**src/rtl/hsv2rgb_pkg.sv**
```systemverilog
// ----------------------------------------------------------------------------
// HSV to RGB converter package
// Sector codes and the per-pixel control word shared by the pipeline stages.
// ----------------------------------------------------------------------------
`timescale 1ns / 1ps

package hsv2rgb_pkg;

  typedef enum logic [2:0] {
    SEC_RED_YEL  = 3'd0,
    SEC_YEL_GRN  = 3'd1,
    SEC_GRN_CYAN = 3'd2,
    SEC_CYAN_BLU = 3'd3,
    SEC_BLU_MAG  = 3'd4,
    SEC_MAG_RED  = 3'd5
  } sector_e;

  typedef struct packed {
    logic    black;
    logic    grey;
    sector_e sector;
  } pix_ctrl_t;

endpackage

```
**src/rtl/hsv2rgb_prep.sv**
```systemverilog
// ----------------------------------------------------------------------------
// HSV to RGB front stage
// Clamps saturation and brightness, splits hue times six into sector and
// fraction, and flags the black and grey cases.
// ----------------------------------------------------------------------------
`timescale 1ns / 1ps

module hsv2rgb_prep #(
  parameter int FRAC_BITS = 15,
  parameter int HUE_BITS  = 16
) (
  input  logic                     clk_i,
  input  logic                     rst_ni,
  input  logic                     valid_i,
  output logic                     ready_o,
  input  logic [HUE_BITS-1:0]      hue_i,
  input  logic [FRAC_BITS+1:0]     sat_i,
  input  logic [FRAC_BITS+1:0]     bright_i,
  output logic                     valid_o,
  input  logic                     ready_i,
  output logic [FRAC_BITS:0]       sat_o,
  output logic [FRAC_BITS:0]       bright_o,
  output logic [FRAC_BITS-1:0]     frac_o,
  output hsv2rgb_pkg::pix_ctrl_t   ctrl_o
);
  import hsv2rgb_pkg::*;

  localparam logic [FRAC_BITS:0] ONE_Q = {1'b1, {FRAC_BITS{1'b0}}};

  function automatic logic [FRAC_BITS:0] clamp_level(input logic [FRAC_BITS+1:0] raw);
    logic [FRAC_BITS:0] res;
    if (raw[FRAC_BITS+1]) begin
      res = '0;
    end else if (raw[FRAC_BITS:0] > ONE_Q) begin
      res = ONE_Q;
    end else begin
      res = raw[FRAC_BITS:0];
    end
    return res;
  endfunction

  logic [HUE_BITS+2:0]  h6;
  logic [FRAC_BITS-1:0] frac;
  logic [FRAC_BITS:0]   sat_c, bright_c;
  pix_ctrl_t            ctrl_d;

  logic                 valid_q;
  logic [FRAC_BITS:0]   sat_q, bright_q;
  logic [FRAC_BITS-1:0] frac_q;
  pix_ctrl_t            ctrl_q;

  // hue * 6 = hue * 4 + hue * 2
  assign h6 = {1'b0, hue_i, 2'b00} + {2'b00, hue_i, 1'b0};

  if (HUE_BITS >= FRAC_BITS) begin : g_frac_trunc
    assign frac = h6[HUE_BITS-1 -: FRAC_BITS];
  end else begin : g_frac_ext
    assign frac = {h6[HUE_BITS-1:0], {(FRAC_BITS-HUE_BITS){1'b0}}};
  end

  assign sat_c    = clamp_level(sat_i);
  assign bright_c = clamp_level(bright_i);

  always_comb begin
    ctrl_d.black  = (bright_c == '0);
    ctrl_d.grey   = (sat_c == '0);
    ctrl_d.sector = sector_e'(h6[HUE_BITS+2:HUE_BITS]);
  end

  assign ready_o = !valid_q || ready_i;

  always_ff @(posedge clk_i or negedge rst_ni) begin
    if (!rst_ni) begin
      valid_q <= 1'b0;
    end else if (ready_o) begin
      valid_q <= valid_i;
    end
  end

  always_ff @(posedge clk_i) begin
    if (valid_i && ready_o) begin
      sat_q    <= sat_c;
      bright_q <= bright_c;
      frac_q   <= frac;
      ctrl_q   <= ctrl_d;
    end
  end

  assign valid_o  = valid_q;
  assign sat_o    = sat_q;
  assign bright_o = bright_q;
  assign frac_o   = frac_q;
  assign ctrl_o   = ctrl_q;

endmodule

```
**src/rtl/hsv2rgb_mul.sv**
```systemverilog
// ----------------------------------------------------------------------------
// HSV to RGB product stages
// Two registered multiply stages forming the p, q and t terms.
// ----------------------------------------------------------------------------
`timescale 1ns / 1ps

module hsv2rgb_mul #(
  parameter int FRAC_BITS = 15
) (
  input  logic                     clk_i,
  input  logic                     rst_ni,
  input  logic                     valid_i,
  output logic                     ready_o,
  input  logic [FRAC_BITS:0]       sat_i,
  input  logic [FRAC_BITS:0]       bright_i,
  input  logic [FRAC_BITS-1:0]     frac_i,
  input  hsv2rgb_pkg::pix_ctrl_t   ctrl_i,
  output logic                     valid_o,
  input  logic                     ready_i,
  output logic [FRAC_BITS:0]       bright_o,
  output logic [FRAC_BITS:0]       p_o,
  output logic [FRAC_BITS:0]       q_o,
  output logic [FRAC_BITS:0]       t_o,
  output hsv2rgb_pkg::pix_ctrl_t   ctrl_o
);
  import hsv2rgb_pkg::*;

  localparam logic [FRAC_BITS:0] ONE_Q = {1'b1, {FRAC_BITS{1'b0}}};
  localparam int PROD_W = 2 * FRAC_BITS + 2;

  // first multiply stage
  logic [FRAC_BITS:0]     one_minus_s, one_minus_f;
  logic [PROD_W-1:0]      p_prod;
  logic [PROD_W-1:0]      sf_prod;
  logic [PROD_W-1:0]      sg_prod;

  logic                   a_valid_q;
  logic                   a_ready;
  logic [PROD_W-1:0]      a_p_q;
  logic [FRAC_BITS:0]     a_sf_q, a_sg_q, a_bright_q;
  pix_ctrl_t              a_ctrl_q;

  assign one_minus_s = ONE_Q - sat_i;
  assign one_minus_f = ONE_Q - {1'b0, frac_i};
  assign p_prod      = PROD_W'(bright_i) * PROD_W'(one_minus_s);
  assign sf_prod     = PROD_W'(sat_i) * PROD_W'(frac_i);
  assign sg_prod     = PROD_W'(sat_i) * PROD_W'(one_minus_f);

  assign ready_o = !a_valid_q || a_ready;

  always_ff @(posedge clk_i or negedge rst_ni) begin
    if (!rst_ni) begin
      a_valid_q <= 1'b0;
    end else if (ready_o) begin
      a_valid_q <= valid_i;
    end
  end

  always_ff @(posedge clk_i) begin
    if (valid_i && ready_o) begin
      a_p_q      <= p_prod;
      a_sf_q     <= sf_prod[2*FRAC_BITS:FRAC_BITS];
      a_sg_q     <= sg_prod[2*FRAC_BITS:FRAC_BITS];
      a_bright_q <= bright_i;
      a_ctrl_q   <= ctrl_i;
    end
  end

  // second multiply stage
  logic [FRAC_BITS:0]     one_minus_sf, one_minus_sg;
  logic [PROD_W-1:0]      q_prod, t_prod;

  logic                   b_valid_q;
  logic [FRAC_BITS:0]     b_p_q, b_q_q, b_t_q, b_bright_q;
  pix_ctrl_t              b_ctrl_q;

  assign one_minus_sf = ONE_Q - a_sf_q;
  assign one_minus_sg = ONE_Q - a_sg_q;
  assign q_prod       = PROD_W'(a_bright_q) * PROD_W'(one_minus_sf);
  assign t_prod       = PROD_W'(a_bright_q) * PROD_W'(one_minus_sg);

  assign a_ready = !b_valid_q || ready_i;

  always_ff @(posedge clk_i or negedge rst_ni) begin
    if (!rst_ni) begin
      b_valid_q <= 1'b0;
    end else if (a_ready) begin
      b_valid_q <= a_valid_q;
    end
  end

  always_ff @(posedge clk_i) begin
    if (a_valid_q && a_ready) begin
      b_p_q      <= a_p_q[2*FRAC_BITS:FRAC_BITS];
      b_q_q      <= q_prod[2*FRAC_BITS:FRAC_BITS];
      b_t_q      <= t_prod[2*FRAC_BITS:FRAC_BITS];
      b_bright_q <= a_bright_q;
      b_ctrl_q   <= a_ctrl_q;
    end
  end

  assign valid_o  = b_valid_q;
  assign bright_o = b_bright_q;
  assign p_o      = b_p_q;
  assign q_o      = b_q_q;
  assign t_o      = b_t_q;
  assign ctrl_o   = b_ctrl_q;

endmodule

```
**src/rtl/hsv2rgb_sel.sv**
```systemverilog
// ----------------------------------------------------------------------------
// HSV to RGB output stage
// Picks the channel terms by sector, handles black and grey, holds the
// output register.
// ----------------------------------------------------------------------------
`timescale 1ns / 1ps

module hsv2rgb_sel #(
  parameter int FRAC_BITS = 15
) (
  input  logic                     clk_i,
  input  logic                     rst_ni,
  input  logic                     valid_i,
  output logic                     ready_o,
  input  logic [FRAC_BITS:0]       bright_i,
  input  logic [FRAC_BITS:0]       p_i,
  input  logic [FRAC_BITS:0]       q_i,
  input  logic [FRAC_BITS:0]       t_i,
  input  hsv2rgb_pkg::pix_ctrl_t   ctrl_i,
  output logic                     valid_o,
  input  logic                     ready_i,
  output logic [FRAC_BITS:0]       red_o,
  output logic [FRAC_BITS:0]       green_o,
  output logic [FRAC_BITS:0]       blue_o
);
  import hsv2rgb_pkg::*;

  localparam logic [FRAC_BITS:0] ONE_Q = {1'b1, {FRAC_BITS{1'b0}}};

  logic               valid_q;
  logic [FRAC_BITS:0] red_d, green_d, blue_d;
  logic [FRAC_BITS:0] red_q, green_q, blue_q;
  logic               in_fire;

  always_comb begin
    red_d   = bright_i;
    green_d = p_i;
    blue_d  = q_i;
    if (ctrl_i.black) begin
      red_d   = '0;
      green_d = '0;
      blue_d  = '0;
    end else if (ctrl_i.grey) begin
      red_d   = bright_i;
      green_d = bright_i;
      blue_d  = bright_i;
    end else begin
      unique case (ctrl_i.sector)
        SEC_RED_YEL: begin
          red_d = bright_i; green_d = t_i; blue_d = p_i;
        end
        SEC_YEL_GRN: begin
          red_d = q_i; green_d = bright_i; blue_d = p_i;
        end
        SEC_GRN_CYAN: begin
          red_d = p_i; green_d = bright_i; blue_d = t_i;
        end
        SEC_CYAN_BLU: begin
          red_d = p_i; green_d = q_i; blue_d = bright_i;
        end
        SEC_BLU_MAG: begin
          red_d = t_i; green_d = p_i; blue_d = bright_i;
        end
        default: begin
          red_d = bright_i; green_d = p_i; blue_d = q_i;
        end
      endcase
    end
  end

  assign ready_o = !valid_q || ready_i;
  assign in_fire = valid_i && ready_o;

  always_ff @(posedge clk_i or negedge rst_ni) begin
    if (!rst_ni) begin
      valid_q <= 1'b0;
    end else if (ready_o) begin
      valid_q <= valid_i;
    end
  end

  always_ff @(posedge clk_i) begin
    if (in_fire) begin
      red_q   <= red_d;
      green_q <= green_d;
      blue_q  <= blue_d;
    end
  end

  assign valid_o = valid_q;
  assign red_o   = red_q;
  assign green_o = green_q;
  assign blue_o  = blue_q;

`ifndef NO_ASSERTIONS
  a_black_out: assert property (@(posedge clk_i) disable iff (!rst_ni)
    in_fire && ctrl_i.black |=> red_q == '0 && green_q == '0 && blue_q == '0)
    else $error("black pixel gave nonzero color");

  a_grey_out: assert property (@(posedge clk_i) disable iff (!rst_ni)
    in_fire && !ctrl_i.black && ctrl_i.grey |=> red_q == green_q && green_q == blue_q)
    else $error("grey pixel gave unequal channels");

  a_max_is_v: assert property (@(posedge clk_i) disable iff (!rst_ni)
    in_fire && !ctrl_i.black |=> red_q == $past(bright_i) || green_q == $past(bright_i)
      || blue_q == $past(bright_i))
    else $error("no channel equals brightness");

  a_range: assert property (@(posedge clk_i) disable iff (!rst_ni)
    valid_q |-> red_q <= ONE_Q && green_q <= ONE_Q && blue_q <= ONE_Q)
    else $error("channel above full scale");
`endif

endmodule

```
**src/rtl/hsv_to_rgb_converter_core.sv**
```systemverilog
// ----------------------------------------------------------------------------
// HSV to RGB converter core
// Stages: four register stages in a row: prep, two multiply ranks, select.
// Throughput: one pixel per cycle while m_axis_tready holds high.
// Reset: rst_ni clears all stage valid bits; payload registers are not reset.
// ----------------------------------------------------------------------------
`timescale 1ns / 1ps

module hsv_to_rgb_converter_core #(
  parameter int FRAC_BITS = 15,
  parameter int HUE_BITS  = 16,
  localparam int IN_W     = ((HUE_BITS + 2 * (FRAC_BITS + 2) + 7) / 8) * 8,
  localparam int OUT_W    = ((3 * (FRAC_BITS + 1) + 7) / 8) * 8
) (
  input  logic             clk_i,
  input  logic             rst_ni,
  input  logic             s_axis_tvalid,
  output logic             s_axis_tready,
  // hue_turn, sat_level, bright_level
  input  logic [IN_W-1:0]  s_axis_tdata,
  output logic             m_axis_tvalid,
  input  logic             m_axis_tready,
  // red_level, green_level, blue_level
  output logic [OUT_W-1:0] m_axis_tdata
);
  import hsv2rgb_pkg::*;

  logic [HUE_BITS-1:0]  hue;
  logic [FRAC_BITS+1:0] sat_raw, bright_raw;

  assign hue        = s_axis_tdata[HUE_BITS-1:0];
  assign sat_raw    = s_axis_tdata[HUE_BITS +: FRAC_BITS+2];
  assign bright_raw = s_axis_tdata[HUE_BITS+FRAC_BITS+2 +: FRAC_BITS+2];

  logic                 pre_valid, pre_ready;
  logic [FRAC_BITS:0]   pre_sat, pre_bright;
  logic [FRAC_BITS-1:0] pre_frac;
  pix_ctrl_t            pre_ctrl;

  logic                 mul_valid, mul_ready;
  logic [FRAC_BITS:0]   mul_bright, mul_p, mul_q, mul_t;
  pix_ctrl_t            mul_ctrl;

  logic [FRAC_BITS:0]   red, green, blue;

  hsv2rgb_prep #(
    .FRAC_BITS (FRAC_BITS),
    .HUE_BITS  (HUE_BITS)
  ) u_prep (
    .clk_i    (clk_i),
    .rst_ni   (rst_ni),
    .valid_i  (s_axis_tvalid),
    .ready_o  (s_axis_tready),
    .hue_i    (hue),
    .sat_i    (sat_raw),
    .bright_i (bright_raw),
    .valid_o  (pre_valid),
    .ready_i  (pre_ready),
    .sat_o    (pre_sat),
    .bright_o (pre_bright),
    .frac_o   (pre_frac),
    .ctrl_o   (pre_ctrl)
  );

  hsv2rgb_mul #(
    .FRAC_BITS (FRAC_BITS)
  ) u_mul (
    .clk_i    (clk_i),
    .rst_ni   (rst_ni),
    .valid_i  (pre_valid),
    .ready_o  (pre_ready),
    .sat_i    (pre_sat),
    .bright_i (pre_bright),
    .frac_i   (pre_frac),
    .ctrl_i   (pre_ctrl),
    .valid_o  (mul_valid),
    .ready_i  (mul_ready),
    .bright_o (mul_bright),
    .p_o      (mul_p),
    .q_o      (mul_q),
    .t_o      (mul_t),
    .ctrl_o   (mul_ctrl)
  );

  hsv2rgb_sel #(
    .FRAC_BITS (FRAC_BITS)
  ) u_sel (
    .clk_i    (clk_i),
    .rst_ni   (rst_ni),
    .valid_i  (mul_valid),
    .ready_o  (mul_ready),
    .bright_i (mul_bright),
    .p_i      (mul_p),
    .q_i      (mul_q),
    .t_i      (mul_t),
    .ctrl_i   (mul_ctrl),
    .valid_o  (m_axis_tvalid),
    .ready_i  (m_axis_tready),
    .red_o    (red),
    .green_o  (green),
    .blue_o   (blue)
  );

  assign m_axis_tdata = OUT_W'({blue, green, red});

endmodule
```
**config.mk**
```make
export PLATFORM = sky130hd
export DESIGN_NAME = hsv_to_rgb_converter_core
export DESIGN_NICKNAME = d
export VERILOG_FILES = /design/src/rtl/hsv2rgb_pkg.sv /design/src/rtl/hsv2rgb_prep.sv /design/src/rtl/hsv2rgb_mul.sv /design/src/rtl/hsv2rgb_sel.sv /design/src/rtl/hsv_to_rgb_converter_core.sv
export SDC_FILE = /design/constraint.sdc
export NUM_CORES = 2
export LEC_CHECK = 0
export BUFFER_PORTS_ARGS = -buffer_cell sky130_fd_sc_hd__buf_2
export CAP_MARGIN = 20
export CELL_PAD_IN_SITES_DETAIL_PLACEMENT = 0
export CELL_PAD_IN_SITES_GLOBAL_PLACEMENT = 1
export CORE_ASPECT_RATIO = 0.5
export CORE_MARGIN = 2
export CORE_UTILIZATION = 41
export CTS_CLUSTER_SIZE = 14
export DETAILED_ROUTE_END_ITERATION = 16
export PLACE_DENSITY_LB_ADDON = 0.1
export SETUP_SLACK_MARGIN = 0.4
export SKIP_LAST_GASP = 1
export SLEW_MARGIN = 20
export SYNTH_ARGS = -nofsm -noshare
export SYNTH_HDL_FRONTEND = slang
export SYNTH_SLANG_ARGS = --single-unit
```
**constraint.sdc**
```tcl
create_clock -name clk_i -period 15.49 [get_ports clk_i]
set_input_delay 0 -clock clk_i [delete_from_list [all_inputs] [get_ports clk_i]]
set_output_delay 0 -clock clk_i [all_outputs]
set_load 0.03 [all_outputs]
```
==> implementation parameters <==
Parameter                              Value

Clock network
  Count of hold-fix buffers inserted at cts    87
  Latest clock arrival within the worst-skew pair    610 ps
  H-Tree Level Count    1
  Clock Root Buffer    clkbuf_16
  Clock transition at the registers of the reported paths    60 ps
  PostCTS Resize Cnt    0
  CTS sink count    242
  Number of buffers on the longest clock path    3
  Number of buffers inserted during clock tree synthesis    27
  Post-CTS setup buffer count    0
  TritonCTS clock tree    yes

Cells and area
  Final Instance Count excl. Fillers    about 7000
  Number of nets in the layout    6857
  Area of the multi-input gates    ~0.038 mm2
  Fraction of final layout cells with drive strength greater than 1    0.0598
  Register area    0.00725 mm2
  Synthesis-to-layout area growth    8.56%
  Filler Cell Count    11704

Logic synthesis
  Count of flip-flops with a built-in enable after synthesis    238
  Number of nets in the synthesized netlist    around 6800
  Number of register bits inferred by synthesis    242
  Leading post-synthesis cells by cell area    fa_1, edfxtp_1, ha_1
  Mean cell area of the mapped netlist    9.45 um2
  Yosys top cell by area    fa_1
  Syn Std Cell Area    0.0500 mm2
  Yosys warns    0
  Area fraction of the dominant cell type after synthesis    0.380
  Number of distinct library cells after synthesis    71
  Post-synthesis sequential area ratio    0.145
  Cell count after synthesis    around 5300
  Main flop type after synthesis    edfxtp_1
  Async SR Flop Fraction    0.0165

STA
  Final min period    8580 ps
  Rel. slew slack    0.263
  Setup violation total in the final timing report    0
  Post-route clock skew    36.7 ps
  Final Cycle Share    0.554
  Unrepaired setup endpoints after global routing    false
  Slew at the pin closest to its max-slew limit    1110 ps
  Hold Violations, Final    0
  Accumulated negative setup slack    0 ps
  Achievable clock frequency    0.117 GHz
  Slew Limit Fails    0
  Hold slack    66.9 ps

Global route
  Number of antenna violations at the first check in global routing    2
  Via count of the first global-routing pass    38855
  Global router's overall resource usage    0.223
  Maximum number of pins on one net before global-route repair    83
  Wire length of the first global-routing pass    219000 um
  Overflow after GRT    0

Detailed routing
  DRT antenna net count    0
  Routed len/inst    19.5 um
  Aggregate routed wire length    136000 um
  Initial detailed-routing violation count    2025
  Vias per cell    ~5.1
  First-pass iteration count of the detailed router    5
  Number of vias after detailed routing    between 30000 and 40000
  # DRC    0

Setup path
  Critical path launch point type    register
  Critical setup path kind    reg -> reg
  Crit. End Element    register
  Crit Path Max Fanout    16
  Endpoint arrival time on the critical path    8920 ps
  Critical path required time    15830 ps

Floorplan
  Initial core utilization    0.414
  I/O pins    110
  DIE HEIGHT    251 um
  Area of the die    between 0.1 and 0.15 mm2
  X dimension of the die    498 um
  Row Count    90
  Total core area    0.121 mm2

Run
  MaxCap Viol Count    0

Placement
  Port Buffer Count    103
  Placed Cells incl. Taps    6841
  HPWL Detailed    100000 um
  Final RePlAce weighted congestion    0.829

Min path
  Hold WC Path Type    in -> reg

Run status
  Outcome    finished clean
kinds of logic after synthesis:
family,Yosys count,synth area share
mux,33,0.00701
buf+inv,1353,0.102
fa+ha+maj,1449,0.505
flops,242,0.145
simple gates,1659,0.163
xor+xnor,163,0.0289
compound gates,389,0.0489
path summary, 6_finish.rpt:
kind,startpoint,to,slack (ps),depth (start not counted)
min in group asynchronous,rst_ni,u_sel.valid_o,310,3
worst max-delay path,u_mul.a_sf_q[3],u_mul.q_o[12],6910,25
worst max register to register,u_mul.a_sf_q[3],u_mul.q_o[12],6910,25
worst min-delay path,s_axis_tdata[11],u_prep.frac_o[12],70,4
max in group asynchronous,rst_ni,u_mul.a_valid_q,15010,3
worst min register to register,u_mul.a_p_q[15],u_mul.p_o[0],420,0
through the flow:
stage / setup slack (ps) / cell area [um2] / utilization
6_report: 6910 / 54200 / 0.449
5_1_grt: 6500 / 54200 / 0.449
4_1_cts: 6770 / 54200 / 0.449
3_5_place_dp: 6800 / 52500 / 0.435
3_3_place_gp: 6860 / 52500 / 0.435
2_1_floorplan: 8030 / 50000 / -
Yosys cell counts, drive strengths merged, types with 54 or more instances:
| library cell | number |
|---|---|
| inv | 1091 |
| fa | 948 |
| nand2 | 738 |
| and2 | 585 |
| ha | 501 |
| clkbuf | 243 |
| edfxtp | 238 |
| a21oi | 149 |
| nor2 | 147 |
| xnor2 | 109 |
| o21ai | 75 |
| xor2 | 54 |
critical path, stage by stage (launching register included):
cell and delay (ps):
edfxtp_1 440, or3_1 400, or3_1 360, nor4_2 220, nand2_1 160, nor3_2 240, xor2_2 750, nand2_1 150
fa_1 480, fa_1 510, inv_1 60, fa_1 520, fa_1 460, fa_1 510, inv_1 50, fa_1 470
inv_1 40, ha_1 330, a21o_1 150, a31oi_1 70, a211oi_1 790, o41ai_4 140, o21ai_1 360, a21o_1 210
a21oi_1 80, xnor2_1 380
registers in the layout, summed over array words and instances (netlist names), 5 cells and up:
signal / flops
u_sel.green_o: 16
u_prep.frac_o: 15
u_prep.bright_o: 16
u_sel.blue_o: 16
u_mul.a_bright_q: 16
u_mul.p_o: 16
u_mul.a_sg_q: 16
u_mul.a_ctrl_q: 5
u_mul.a_p_q: 16
u_mul.ctrl_o: 5
u_mul.q_o: 16
u_prep.sat_o: 16
u_mul.a_sf_q: 16
u_prep.ctrl_o: 5
u_mul.t_o: 16
u_mul.bright_o: 16
u_sel.red_o: 16
cell type report:
cell class,count,area share
clock inverters,17,0.00337
multi-input cells,3693,0.698
well taps,1610,0.0371
flip-flops and latches,242,0.134
clock buffers,32,0.0128
repair buffers,292,0.0397
diodes,1,0.0000461
inverters,1092,0.0756
layout by cell type (no fill, tap or decap), types with 32 or more instances in the layout:
master,netlist,routed
inv_1,1091,1091
fa_1,948,948
nand2_1,737,737
and2_1,584,581
ha_1,501,501
edfxtp_1,238,238
a21oi_1,149,148
nor2_1,147,145
buf_2,7,103
buf_4,0,101
xnor2_1,108,91
dlygate4sd3_1,0,87
o21ai_0,74,74
nor3_1,46,46
xor2_1,53,44
nand3_1,38,38
a211oi_1,34,34
a21o_1,32,32
per-layer routing:
layer,wire (um),track usage,part of all wire,up-vias
met2,62900,0.369,0.46,679
li1,-,-,-,16202
met4,2170,0.0367,0.016,0
met1,65000,0.324,0.48,18420
met3,6030,0.0222,0.044,133
met5,0,0,0,-
Power is not shown: default switching activity piles up to over one toggle a cycle in this logic, so the estimate is an artifact.
